## src/rtl/rtsd_pkg.sv

```systemverilog
// ----------------------------------------------------------------------------
// rtsd_pkg: shared types and constants
// Store size, result codes, controller/datapath command and status bundles.
// ----------------------------------------------------------------------------
package rtsd_pkg;

    localparam int STORE_BYTES = 65536;
    localparam int ADDR_W      = $clog2(STORE_BYTES);
    localparam int LEN_W       = 17;

    localparam logic [LEN_W-1:0] STORE_LIMIT  = LEN_W'(STORE_BYTES);
    localparam logic [LEN_W-1:0] MIN_FILE_LEN = 17'h00311;
    localparam logic [LEN_W-1:0] DATA_START   = 17'h00310;
    localparam logic [LEN_W-1:0] PTR_TABLE    = 17'h00300;
    localparam logic [7:0]       TRK0_END     = 8'h40;

    // result status codes; decode phase shares codes 2..7
    typedef enum logic [2:0] {
        ST_FRAME      = 3'd0,
        ST_TRACK_DONE = 3'd1,
        ST_ALL_DONE   = 3'd2,
        ST_SHORT      = 3'd3,
        ST_BAD_PTR    = 3'd4,
        ST_DATA_END   = 3'd5,
        ST_BAD_ENV    = 3'd6,
        ST_OVERFLOW   = 3'd7
    } status_t;

    localparam logic [2:0] PH_START = 3'd0;
    localparam logic [2:0] PH_RUN   = 3'd1;
    localparam logic [2:0] PH_DONE  = 3'd2;

    typedef enum logic [2:0] {
        AS_PTR_LO  = 3'd0,
        AS_PTR_HI  = 3'd1,
        AS_RP      = 3'd2,
        AS_TAB_LO  = 3'd3,
        AS_TAB_HI  = 3'd4,
        AS_TAB_CNT = 3'd5,
        AS_OFFS    = 3'd6,
        AS_OFFS1   = 3'd7
    } addr_sel_t;

    typedef struct packed {
        logic      load;
        logic      ram_re;
        addr_sel_t addr_sel;
        logic      rp_inc;
        logic      ptr_load;
        logic      byte_latch;
        logic      code_latch;
        logic      offs_lo;
        logic      offs_hi;
        logic      code_tab;
        logic      exec_prep;
        logic      rem_dec;
        logic      fc_inc;
        logic      offs_add2;
        logic      push_frame;
        logic      push_env;
        logic      end_track;
        logic      fail;
        status_t   fail_code;
        logic      close;
    } rtsd_cmd_t;

    typedef struct packed {
        logic [2:0] phase;
        logic       short_file;
        logic       bad_ptr;
        logic       fc_done;
        logic       rp_past;
        logic       code_table;
        logic       code_env;
        logic       trk0_end;
        logic       lit_one;
        logic       bad_env;
        logic       rem_zero;
        logic       fc_over;
        logic       env_past;
        logic       can_push;
        logic       hold_valid;
    } rtsd_stat_t;

    typedef struct packed {
        status_t     status;
        logic [15:0] frame_index;
        logic [3:0]  reg_first;
        logic [3:0]  reg_second;
        logic [7:0]  value_first;
        logic [7:0]  value_second;
        logic        last;
    } rtsd_res_t;

endpackage

```

## src/rtl/rtsd_ctrl.sv

```systemverilog
// ----------------------------------------------------------------------------
// rtsd_ctrl: decode sequencer
// Walks one code per decode request: pointer fetch, code and operand reads, frame loop.
// ----------------------------------------------------------------------------
module rtsd_ctrl
    import rtsd_pkg::*;
(
    input  logic       aclk,
    input  logic       aresetn,
    input  logic       s_valid,
    input  logic       s_func,
    output logic       s_ready,
    input  rtsd_stat_t st,
    output rtsd_cmd_t  cmd
);

    typedef enum logic [18:0] {
        S_IDLE   = 19'h00001,
        S_START  = 19'h00002,
        S_PTR1   = 19'h00004,
        S_PTR2   = 19'h00008,
        S_CHKEND = 19'h00010,
        S_CODE   = 19'h00020,
        S_DISP   = 19'h00040,
        S_TAB1   = 19'h00080,
        S_TAB2   = 19'h00100,
        S_TAB3   = 19'h00200,
        S_LIT1   = 19'h00400,
        S_LIT2   = 19'h00800,
        S_EXEC   = 19'h01000,
        S_FRAME  = 19'h02000,
        S_ENV1   = 19'h04000,
        S_ENV2   = 19'h08000,
        S_ENDT   = 19'h10000,
        S_FAIL   = 19'h20000,
        S_CLOSE  = 19'h40000
    } state_t;

    state_t  state_reg, state_next;
    status_t code_reg, code_next;

    assign s_ready = (state_reg == S_IDLE);

    // next state and commands
    always_comb begin
        state_next = state_reg;
        code_next  = code_reg;
        cmd        = '0;
        case (state_reg)
            S_IDLE: begin
                if (s_valid) begin
                    if (s_func) begin
                        state_next = S_START;
                    end else begin
                        cmd.load = 1'b1;
                    end
                end
            end
            S_START: begin
                if (st.phase >= PH_DONE) begin
                    code_next  = status_t'(st.phase);
                    state_next = S_FAIL;
                end else if (st.phase == PH_START) begin
                    if (st.short_file) begin
                        code_next  = ST_SHORT;
                        state_next = S_FAIL;
                    end else begin
                        cmd.ram_re   = 1'b1;
                        cmd.addr_sel = AS_PTR_LO;
                        state_next   = S_PTR1;
                    end
                end else begin
                    state_next = S_CHKEND;
                end
            end
            S_PTR1: begin
                cmd.byte_latch = 1'b1;
                cmd.ram_re     = 1'b1;
                cmd.addr_sel   = AS_PTR_HI;
                state_next     = S_PTR2;
            end
            S_PTR2: begin
                if (st.bad_ptr) begin
                    code_next  = ST_BAD_PTR;
                    state_next = S_FAIL;
                end else begin
                    cmd.ptr_load = 1'b1;
                    state_next   = S_CHKEND;
                end
            end
            S_CHKEND: begin
                if (st.fc_done) begin
                    state_next = S_ENDT;
                end else if (st.rp_past) begin
                    code_next  = ST_DATA_END;
                    state_next = S_FAIL;
                end else begin
                    cmd.ram_re   = 1'b1;
                    cmd.addr_sel = AS_RP;
                    cmd.rp_inc   = 1'b1;
                    state_next   = S_CODE;
                end
            end
            S_CODE: begin
                cmd.code_latch = 1'b1;
                state_next     = S_DISP;
            end
            S_DISP: begin
                if (st.code_table) begin
                    cmd.ram_re   = 1'b1;
                    cmd.addr_sel = AS_TAB_LO;
                    state_next   = S_TAB1;
                end else if (st.rp_past) begin
                    code_next  = ST_DATA_END;
                    state_next = S_FAIL;
                end else begin
                    cmd.ram_re   = 1'b1;
                    cmd.addr_sel = AS_RP;
                    cmd.rp_inc   = 1'b1;
                    state_next   = S_LIT1;
                end
            end
            S_TAB1: begin
                cmd.offs_lo  = 1'b1;
                cmd.ram_re   = 1'b1;
                cmd.addr_sel = AS_TAB_HI;
                state_next   = S_TAB2;
            end
            S_TAB2: begin
                cmd.offs_hi  = 1'b1;
                cmd.ram_re   = 1'b1;
                cmd.addr_sel = AS_TAB_CNT;
                state_next   = S_TAB3;
            end
            S_TAB3: begin
                cmd.code_tab = 1'b1;
                state_next   = S_EXEC;
            end
            S_LIT1: begin
                cmd.offs_lo = 1'b1;
                if (st.lit_one) begin
                    state_next = S_EXEC;
                end else if (st.rp_past) begin
                    code_next  = ST_DATA_END;
                    state_next = S_FAIL;
                end else begin
                    cmd.ram_re   = 1'b1;
                    cmd.addr_sel = AS_RP;
                    cmd.rp_inc   = 1'b1;
                    state_next   = S_LIT2;
                end
            end
            S_LIT2: begin
                cmd.offs_hi = 1'b1;
                state_next  = S_EXEC;
            end
            S_EXEC: begin
                if (st.trk0_end) begin
                    state_next = S_ENDT;
                end else if (st.bad_env) begin
                    code_next  = ST_BAD_ENV;
                    state_next = S_FAIL;
                end else begin
                    cmd.exec_prep = 1'b1;
                    state_next    = S_FRAME;
                end
            end
            // one frame per pass; dropped frames only advance the frame and run counters
            S_FRAME: begin
                if (st.rem_zero) begin
                    state_next = S_CLOSE;
                end else if (st.fc_over) begin
                    code_next  = ST_OVERFLOW;
                    state_next = S_FAIL;
                end else if (st.fc_done) begin
                    cmd.fc_inc  = 1'b1;
                    cmd.rem_dec = 1'b1;
                end else if (st.code_env) begin
                    if (st.env_past) begin
                        code_next  = ST_DATA_END;
                        state_next = S_FAIL;
                    end else begin
                        cmd.ram_re   = 1'b1;
                        cmd.addr_sel = AS_OFFS;
                        state_next   = S_ENV1;
                    end
                end else if (st.can_push) begin
                    cmd.push_frame = 1'b1;
                    cmd.fc_inc     = 1'b1;
                    cmd.rem_dec    = 1'b1;
                end
            end
            S_ENV1: begin
                cmd.byte_latch = 1'b1;
                cmd.ram_re     = 1'b1;
                cmd.addr_sel   = AS_OFFS1;
                state_next     = S_ENV2;
            end
            S_ENV2: begin
                if (st.can_push) begin
                    cmd.push_frame = 1'b1;
                    cmd.push_env   = 1'b1;
                    cmd.offs_add2  = 1'b1;
                    cmd.fc_inc     = 1'b1;
                    cmd.rem_dec    = 1'b1;
                    state_next     = S_FRAME;
                end
            end
            S_ENDT: begin
                if (st.can_push) begin
                    cmd.end_track = 1'b1;
                    state_next    = S_CLOSE;
                end
            end
            S_FAIL: begin
                if (st.can_push) begin
                    cmd.fail      = 1'b1;
                    cmd.fail_code = code_reg;
                    state_next    = S_CLOSE;
                end
            end
            S_CLOSE: begin
                if (!st.hold_valid) begin
                    state_next = S_IDLE;
                end else if (st.can_push) begin
                    cmd.close  = 1'b1;
                    state_next = S_IDLE;
                end
            end
            default: begin
                state_next = S_IDLE;
            end
        endcase
    end

    always_ff @(posedge aclk) begin
        if (!aresetn) begin
            state_reg <= S_IDLE;
            code_reg  <= ST_FRAME;
        end else begin
            state_reg <= state_next;
            code_reg  <= code_next;
        end
    end

endmodule

```

## config.mk

```make
export PLATFORM = sky130hd
export DESIGN_NAME = rtsd_ctrl
export DESIGN_NICKNAME = d
export VERILOG_FILES = /design/src/rtl/rtsd_pkg.sv /design/src/rtl/rtsd_ctrl.sv
export SDC_FILE = /design/constraint.sdc
export NUM_CORES = 1
export LEC_CHECK = 0
export BUFFER_PORTS_ARGS = -buffer_cell sky130_fd_sc_hd__buf_2
export CORE_ASPECT_RATIO = 0.5
export CORE_MARGIN = 4
export CORE_UTILIZATION = 35
export CTS_BUF_LIST = sky130_fd_sc_hd__clkbuf_2
export CTS_CLUSTER_DIAMETER = 60
export DETAILED_ROUTE_END_ITERATION = 6
export REMOVE_ABC_BUFFERS = 1
export SYNTH_ARGS = -nofsm -noshare
export SYNTH_HDL_FRONTEND = slang
export SYNTH_SLANG_ARGS = --single-unit
export TNS_END_PERCENT = 30
```

## constraint.sdc

```tcl
create_clock -name aclk -period 3 [get_ports aclk]
set_clock_uncertainty 0.2 [all_clocks]
set_input_delay 0.6 -clock aclk [delete_from_list [all_inputs] [get_ports aclk]]
set_output_delay 0.6 -clock aclk [all_outputs]
set_load 0.05 [all_outputs]
```

==> results.txt, run 1 <==
Routed wl met2 - 3400 µm
Drt pass-1 iters - 4
Failing checks - negative setup slack
Die height - 58.9 µm
RSZ-0062 raised after global routing - yes
Die area - 6480 µm²
Area Growth Syn to Fin - 65.0%
R2R depth - 13
Setup Total Neg Slack - -4.68 ns
Worst Path Arrival - 2.57 ns
Worst reg2reg path startpoint - state_reg[7]$_SDFFE_PN0P_
CP delay by family, top - simple AND/OR/NAND/NOR gates
Clock buffer count from CTS - 3
Min-Delay Path Class - in -> reg
Hold-fix buffers, CTS - 0
Worst Slack Setup Final - -0.372 ns
Total power - 1.12 mW
Clk buf depth - 2
Vias in the first global route - 2244
# diodes - 0
Post-synth cell types - 50
Worst slack at placement - -0.0845 ns
VDD IR max - 0.000238 V
Leak Pwr - 1.28 nW
Clock slew at reported path FFs - 0.22 ns
Fin crit share - 112%
Crit path cell chain - nor4_4, nand4_1, or4_4, o41a_1, o211ai_2, nand4b_1, buf_6
Final hold vios - 0
Dpl cells - 409
Status - finished, violations left
Clock latency on the worst-skew pair - 0.37 ns
I/O pin count - 46
Post-route ant nets - 0
CP max-delay cell - or4_4
First-pass GRT wire length - 11300 µm
Top Layer Used - met4
Async SR Flop Fraction - 0%
Number of enable flip-flop cells after synthesis - 0
CTS sink count - 22
Clk root buf - clkbuf_2
Top cells by count, synth - nor2_1, dfxtp_1, nor4_1
Worst hold slack - 0.257 ns
Fin crit period - 3.37 ns
Hold path depth - 2
Gr ovfl total - 0
Effective utilization at floorplan - 36.5%
Ranking of synthesized cells by area - dfxtp_1, nor4_1, nor3_1
Hold path startpoint - st[9]
Pins Over Slew Limit - 0
Synth Register Bits - 22
Post-synth top area share - 24.2%
Final HPWL DP - 5650 µm
CTS tree - done
Top_reg_cell synth - dfxtp_1
Worst Path Class, Setup - reg -> out
Critical path startpoint category - flop
Worst hold endpoint - state_reg[10]$_SDFFE_PN0P_
CTS H-tree lvls - 1
Placer Congestion - 1.04
Max Freq - 0.297 GHz
Rel. slew slack - 62.9%
Worst path required time - 2.20 ns
Buf/Inv on CP - 1
Sequential share of the synthesized area - 24.2%
Post-DR wirelength/cell - 17.4 µm
Power per cell area - 373 nW/µm²
Fin nets - 377
Critical R2R Capture - state_reg[14]$_SDFFE_PN0P_
DR vias - 2396
Detailed Route WL - 7410 µm
CP max FO - 3
Layout cells sized above 1 - 45.4%
Row count - 18
Dominant cell type by area after synthesis - dfxtp_1
Max Cap Violations - 0
Top-count cell post-synth - nor2_1
Largest net degree at the start of global routing - 14
Drt initial violations - 259
YS warnings - 0
Gr usage total - 22.9%
Reg2reg setup slack - -0.08 ns
DRC - 0
# setup viols final - 26
Via density - 5.64
Core footprint - 4980 µm²
Non-Filler Instances - 425
Met1 Routed Length - 3380 µm
Avg Cell Area, Syn - 7.39 µm²
Post-synthesis cell count - 246
Die width - 110 µm
Cell area after synthesis - 1820 µm²
Max reg flops - 19
Initial antenna violation count - 0
Kind of end point of the critical path - primary output
Worst slew pin tran - 0.554 ns
Met3 WL - 626 µm
Port-buffer cells - 45
Slowest stage delay, CP - 0.51 ns
## final cells by class
type | instances | area (µm²)
Multi-Input combinational cell | 199 | 1460
Clock buffer | 3 | 15.0
Fill cell | 445 | 1980
Clock inverter | 1 | 30.0
Timing Repair Buffer | 116 | 903
Inverter | 14 | 52.6
Sequential cell | 22 | 453
Tap cell | 70 | 87.6
## how the worst max path moves through the flow
stage | depth (start not counted) | start | end | slack, ns
3_5_place_dp | 8 | state_reg[8]$_SDFFE_PN0P_ | cmd[22] | -0.08
5_1_grt | 7 | state_reg[8]$_SDFFE_PN0P_ | cmd[22] | -0.48
3_3_place_gp | 8 | state_reg[8]$_SDFFE_PN0P_ | cmd[22] | -0.07
4_1_cts | 7 | state_reg[11]$_SDFFE_PN0P_ | cmd[22] | -0.35
2_1_floorplan | 4 | state_reg[16]$_SDFFE_PN0P_ | cmd[10] | -1.00
6_report | 7 | state_reg[8]$_SDFFE_PN0P_ | cmd[22] | -0.37
## metal layers
layer / vias up / global-route usage (%)
li1: 1169 / -
met1: 1128 / 31.8
met2: 95 / 36.9
met3: 4 / 5.91
met4: 0 / 2.66
met5: - / 0
## per-stage QoR
step                util, %  area [µm²]
floorplan                 -        1760
global placement       50.6        2520
detailed placement     50.6        2520
CTS                    58.0        2890
global route           60.2        3000
finish                 60.2        3000
## report_power, final
group | switching (mW) | internal (mW)
Combinational | 0.310 | 0.267
Clock | 0.104 | 0.115
Sequential | 0.0136 | 0.310
## timing repair
action | 4_1_cts | 5_1_grt
endpoints found under the setup margin | 23 | 32
gates resized for setup | 67 | 21
buffers inserted | 8 | 4
pin swaps | 12 | 2
## layout by cell type, fill, tap and decap left out, types with 4 or more instances in the layout
master / instances
a21oi_1: 7
and2_1: 4
and3_1: 4
and4b_1: 4
buf_2: 22
buf_4: 75
buf_6: 16
dfxtp_1: 14
dfxtp_2: 7
inv_1: 13
nand2_1: 15
nand2b_1: 4
nand3_1: 5
nand3b_1: 5
nand4_1: 11
nand4b_1: 6
nor2_1: 24
nor2b_1: 4
nor3_1: 14
nor3_2: 4
nor4_1: 12
nor4_2: 4
nor4_4: 8
o21ai_1: 6
o22ai_1: 5
or4_4: 5
## kinds of logic (layout without fill, tap and decap cells)
logic type / count (synthesis) / count (layout) / share of synthesized area, %
buffers and inverters: 25 / 134 / 5.85
xor gates and xnor gates: 4 / 4 / 1.93
AOI/OAI and AO/OA: 42 / 42 / 16.0
DFF: 22 / 22 / 24.2
and+or+nand+nor: 153 / 153 / 52.0
Note: power is estimated with default switching activity, not from simulation.
==> inputs of run 2 (changes only) <==
--- a/config.mk
+++ b/config.mk
@@ -16,4 +16,4 @@
 export SYNTH_ARGS = -nofsm -noshare
 export SYNTH_HDL_FRONTEND = slang
 export SYNTH_SLANG_ARGS = --single-unit
-export TNS_END_PERCENT = 30
+export TNS_END_PERCENT = 5
==> constraint.sdc (replaced) <==
create_clock -name aclk -period 3.1 [get_ports aclk]
set_clock_uncertainty 0.2 [all_clocks]
set_input_delay 0.62 -clock aclk [delete_from_list [all_inputs] [get_ports aclk]]
set_output_delay 0.62 -clock aclk [all_outputs]
set_load 0.05 [all_outputs]
==> run 2 against run 1 <==
The flow still finishes with violations (negative setup slack); cell count decreased by 8.5%; largest power group unchanged; first-iteration DRC count decreased by 3.5%; global-route usage decreased by 1.7 points; die area unchanged; non-clock buffer count decreased by 36; worst setup slack got worse by 0.012 ns; hold slack improved by 0.012 ns; core utilization decreased by 7.9 points; sequential cell count unchanged; register-to-register slack improved by 0.44 ns.
==> results.txt, run 2 (synthesis results as in run 1) <==
Final Util - 52.3% (-7.9 points)
Power per cell area - 378 nW/µm² (+1.3%)
Worst slack at placement - -0.0320 ns (+0.0525 ns)
CP max-delay cell - or4_4
Gr ovfl total - 0 (unchanged)
Final Cell Area - 2610 µm² (-13%)
Worst slew pin tran - 0.708 ns (+0.154 ns)
Die height - 58.9 µm (unchanged)
Detailed Route WL - 6690 µm (-9.8%)
# setup viols final - 20 (-23%)
Worst path required time - 2.28 ns (+0.08 ns)
Area Growth Syn to Fin - 43.4%
First-pass GRT wire length - 10600 µm (-6.2%)
Clock latency on the worst-skew pair - 0.36 ns (about the same)
Max Freq - 0.287 GHz
Max Cap Violations - 0 (unchanged)
Worst Path Class, Setup - reg -> out
CP max FO - 5 (+2)
Multi-input gate area - 1400 µm² (-4.0%)
Largest net degree at the start of global routing - 14 (unchanged)
Post-route ant nets - 0 (unchanged)
CTS H-tree lvls - 1 (unchanged)
Port-buffer cells - 45 (unchanged)
Clock buffer count from CTS - 3 (unchanged)
Post-DR wirelength/cell - 17.2 µm (-1.4%)
Effective utilization at floorplan - 36.5% (unchanged)
Slowest stage delay, CP - 0.52 ns (about the same)
Crit path cell chain - nor4_4, nand4_1, or4_4, o41a_1, o211ai_2, nand4b_1, buf_6
Die width - 110 µm (unchanged)
Die area - 6480 µm² (unchanged)
Gr usage total - 21.1% (-1.7 points)
Final hold vios - 0 (unchanged)
Core footprint - 4980 µm² (unchanged)
Commonest non-fill, non-tap cell in the layout - buf_4
CTS tree - done
Buf/Inv on CP - 1 (unchanged)
Clk pwr share - 21.5% (+2.0 points)
Clk buf depth - 2 (unchanged)
Switching Fraction - 39.6% (+1.4 points)
Clock slew at reported path FFs - 0.23 ns (about the same)
DRC - 0 (unchanged)
Total power - 0.986 mW (-12%)
Pins Over Slew Limit - 0 (unchanged)
Kind of end point of the critical path - primary output
Comb pwr share - 46.4% (-5.2 points)
Worst Path Arrival - 2.66 ns (+0.09 ns)
Leak Pwr - 1.08 nW (-16%)
Seq pwr share - 32.1% (+3.2 points)
Vias in the first global route - 2045 (-8.9%)
Most frequent cells in the layout - buf_4, buf_2, nor2_1
Fin crit share - 112%
Drt pass-1 iters - 5 (+1)
Status - finished, violations left
Layout cells sized above 1 - 38.6% (-6.8 points)
Fin crit period - 3.48 ns
Row count - 18 (unchanged)
Min-Delay Path Class - in -> reg
Drt initial violations - 250 (-3.5%)
Worst Slack Setup Final - -0.384 ns (-0.0120 ns)
Fill cell count - 486 (+9.2%)
VDD IR max - 0.000210 V (-12%)
Register area - 453 µm² (unchanged)
Failing checks - negative setup slack
Dpl cell area - 2320 µm² (-8.0%)
Placer Congestion - 1.07 (+3.0%)
Via density - 5.93 (+5.1%)
Max reg flops - 19 (unchanged)
I/O pin count - 46 (unchanged)
CP delay by family, top - simple AND/OR/NAND/NOR gates
CTS sink count - 22 (unchanged)
Rel. slew slack - 52.4% (-11 points)
Final HPWL DP - 5250 µm (-7.0%)
RSZ-0062 raised after global routing - yes
Clk root buf - clkbuf_2
# diodes - 0 (unchanged)
Fin nets - 341 (-9.5%)
DR vias - 2305 (-3.8%)
Initial antenna violation count - 0 (unchanged)
Hold-fix buffers, CTS - 0 (unchanged)
P_int - 0.595 mW (-14%)
Switching power - 0.390 mW (-8.8%)
Setup Total Neg Slack - -3.37 ns (+1.31 ns)
Critical path startpoint category - flop
## run 2: cell types whose count changed in the layout (fill, tap and decap cells not counted), sizes merged
cell | previous run | this run
buf | 116 | 76
clkbuf | 3 | 7
## run 2: worst reg2reg max path, stage by stage, from the launching register on
cell and delay, ns:
dfxtp_4 0.42, or4_4 0.60, or4_4 0.58, o32a_1 0.34, o2111ai_1 0.15, nor4_1 0.13, a211oi_1 0.25
## run 2: path summary, 6_finish.rpt
check / cells past startpoint / end / start / slack, ns
worst max-delay path: 7 / cmd[22] / state_reg[4]$_SDFFE_PN0P_ / -0.38
worst max register to register: 6 / code_reg[1]$_SDFFE_PN0P_ / state_reg[4]$_SDFFE_PN0P_ / 0.36
worst min-delay path: 2 / state_reg[10]$_SDFFE_PN0P_ / st[9] / 0.27
worst min register to register: 2 / code_reg[2]$_SDFFE_PN0P_ / code_reg[2]$_SDFFE_PN0P_ / 0.31
## run 2: metal layers
metal  up-vias  global-route usage (%)  wire, µm
met5         -                       0         0
met4         0                    5.33       183
met3        26                    5.26       652
met2       109                    31.6      2830
met1      1075                    30.4      3020
li1       1095                       -         -
## run 2: area by class of cell
type | instances | area share [%]
Clock buffer | 3 | 0.576
Clock inverter | 1 | 1.15
Inverter | 14 | 2.02
Multi-Input combinational cell | 199 | 53.7
Sequential cell | 22 | 17.4
Tap cell | 70 | 3.36
Timing Repair Buffer | 80 | 21.9
## run 2: through the flow
stage,cells,hold WS (ns)
global placement,382,0.266
detailed placement,382,0.272
global route,389,0.279
finish,389,0.269
floorplan,235,0.236
CTS,386,0.266
## run 2: repair_timing
action                     4_1_cts  5_1_grt
setup endpoints to repair       22       23
hold endpoints to repair         0        0
setup buffers                    0        3
pin swaps                        2        5
gates resized for setup         27       37
## run 2: power by group through the flow
stage / clock (mW) / combinational (mW) / sequential [mW]
2_1_floorplan: 0 / 0.223 / 0.320
3_3_place_gp: 0 / 0.394 / 0.313
3_5_place_dp: 0 / 0.395 / 0.314
4_1_cts: 0.214 / 0.419 / 0.315
5_1_grt: 0.226 / 0.490 / 0.318
6_report: 0.212 / 0.458 / 0.316
==> inputs of run 3 (changes only) <==
--- a/config.mk
+++ b/config.mk
@@ -9,7 +9,6 @@
 export CORE_ASPECT_RATIO = 0.5
 export CORE_MARGIN = 4
 export CORE_UTILIZATION = 35
-export CTS_BUF_LIST = sky130_fd_sc_hd__clkbuf_2
 export CTS_CLUSTER_DIAMETER = 60
 export DETAILED_ROUTE_END_ITERATION = 6
 export REMOVE_ABC_BUFFERS = 1
==> run 3 against run 2 <==
Non-clock buffer count shrank 2; critical path depth is the same; worst setup slack gained 0.19 ns; sequential share of layout area grew 0.17 points; largest power group unchanged; sequential cell count is the same; via count grew 0.26%; first-iteration DRC count shrank 20%; hold slack gained 0.011 ns; critical endpoint unchanged; the flow still finishes with violations (negative setup slack); total power grew 5.3%; die area is the same.
==> results.txt, run 3 (synthesis results as in run 1) <==
Largest net degree at the start of global routing - 14 (unchanged)
Status - finished, violations left
Clock buffer count from CTS - 3 (unchanged)
Reg2reg setup slack - 0.40 ns (+0.04 ns)
I/O pin count - 46 (unchanged)
CP max FO - 3 (-2)
Power per cell area - 406 nW/µm² (+7.2%)
Clk buf depth - 2 (unchanged)
CTS sink count - 22 (unchanged)
Total power - 1.04 mW (+5.3%)
CTS H-tree lvls - 1 (unchanged)
Worst Path Arrival - 2.47 ns (-0.19 ns)
Final Util - 51.4% (-0.93 points)
# diodes - 0 (unchanged)
Area Growth Syn to Fin - 40.8%
Clock slew at reported path FFs - 0.09 ns (-0.14 ns)
Gr usage total - 21.0% (-0.17 points)
Worst path required time - 2.28 ns (about the same)
Kind of end point of the critical path - primary output
Vias in the first global route - 2023 (-1.1%)
Max reg flops - 19 (unchanged)
Leak Pwr - 1.06 nW (-1.5%)
Critical path startpoint category - flop
Initial antenna violation count - 0 (unchanged)
Worst Path Class, Setup - reg -> out
Die height - 58.9 µm (unchanged)
Fin nets - 339 (-0.59%)
RSZ-0062 raised after global routing - yes
Clock latency on the worst-skew pair - 0.27 ns (-0.09 ns)
First-pass GRT wire length - 10500 µm (-0.92%)
Detailed Route WL - 6700 µm (+0.10%)
Worst Slack Setup Final - -0.190 ns (+0.194 ns)
# setup viols final - 13 (-35%)
VDD IR max - 0.000249 V (+18%)
Most frequent cells in the layout - buf_4, buf_2, nor2_1
Port-buffer cells - 45 (unchanged)
Drt pass-1 iters - 5 (unchanged)
Min-Delay Path Class - reg -> reg
CTS tree - done
Worst slew pin tran - 0.728 ns (+0.0202 ns)
Gr ovfl total - 0 (unchanged)
Failing checks - negative setup slack
Final hold vios - 0 (unchanged)
Drt initial violations - 200 (-20%)
Max Freq - 0.304 GHz (+5.9%)
Fin crit share - 106% (-6.3 points)
Commonest non-fill, non-tap cell in the layout - buf_4
Layout cells sized above 1 - 36.3% (-2.3 points)
Via density - 5.97 (+0.78%)
Core footprint - 4980 µm² (unchanged)
Row count - 18 (unchanged)
Post-route ant nets - 0 (unchanged)
Rel. slew slack - 51.0% (-1.4 points)
Post-DR wirelength/cell - 17.3 µm (+0.62%)
Die width - 110 µm (unchanged)
Max Cap Violations - 0 (unchanged)
Pins Over Slew Limit - 0 (unchanged)
Die area - 6480 µm² (unchanged)
Worst slack at placement - -0.0320 ns (unchanged)
Final HPWL DP - 5250 µm (unchanged)
Clk root buf - clkbuf_8
Effective utilization at floorplan - 36.5% (unchanged)
Setup Total Neg Slack - -1.14 ns (+2.23 ns)
Fin crit period - 3.29 ns (-0.194 ns)
DRC - 0 (unchanged)
Placer Congestion - 1.07 (unchanged)
DR vias - 2311 (+0.26%)
-- run 3: area by class of cell --
class,instances,area [µm²]
Fill cell,482,2420
Multi-Input combinational cell,199,1370
Timing Repair Buffer,78,531
Sequential cell,22,449
Tap cell,70,87.6
Inverter,14,52.6
Clock buffer,3,41.3
Clock inverter,1,30.0
-- run 3: final timing paths --
| check | from | to | cells after the start |
|---|---|---|---|
| min | code_reg[2]$_SDFFE_PN0P_ | code_reg[2]$_SDFFE_PN0P_ | 2 |
| max | state_reg[7]$_SDFFE_PN0P_ | cmd[22] | 7 |
| min reg2reg | code_reg[2]$_SDFFE_PN0P_ | code_reg[2]$_SDFFE_PN0P_ | 2 |
| max reg2reg | state_reg[7]$_SDFFE_PN0P_ | code_reg[1]$_SDFFE_PN0P_ | 6 |
-- run 3: power by group --
| part | total [mW] | internal, mW | switching [mW] |
|---|---|---|---|
| combinational | 0.446 | 0.177 | 0.269 |
| clock | 0.279 | 0.173 | 0.106 |
| sequential | 0.313 | 0.300 | 0.0136 |
| total | 1.04 | 0.650 | 0.388 |
-- run 3: stage by stage --
step           area, µm²  cells  hold slack [ns]
2_1_floorplan       1760    235            0.236
3_3_place_gp        2320    382            0.266
5_1_grt             2560    387            0.325
3_5_place_dp        2320    382            0.272
4_1_cts             2490    386            0.284
6_report            2560    387            0.280
-- run 3: critical path, stage by stage, from the launching register on --
cell	delay, ns
dfxtp_2	0.36
nor4_4	0.34
nand4_1	0.18
or4_4	0.52
o41a_1	0.38
o211ai_2	0.10
nand4b_1	0.14
buf_6	0.17
-- run 3: per-layer routing --
layer	share of wire [%]	vias up	wire (µm)	global-route usage, %
li1	-	1092	-	-
met1	45	1082	3040	30.1
met2	43	116	2850	31.3
met3	9.7	21	648	4.82
met4	2.3	0	151	6.04
met5	0	-	0	0
-- run 3: repair_timing --
item,4_1_cts,5_1_grt
buffers inserted,0,1
hold buffers,0,0
gates resized for setup,32,14
pin swaps,1,4
setup endpoints to repair,20,21
cloned,0,0
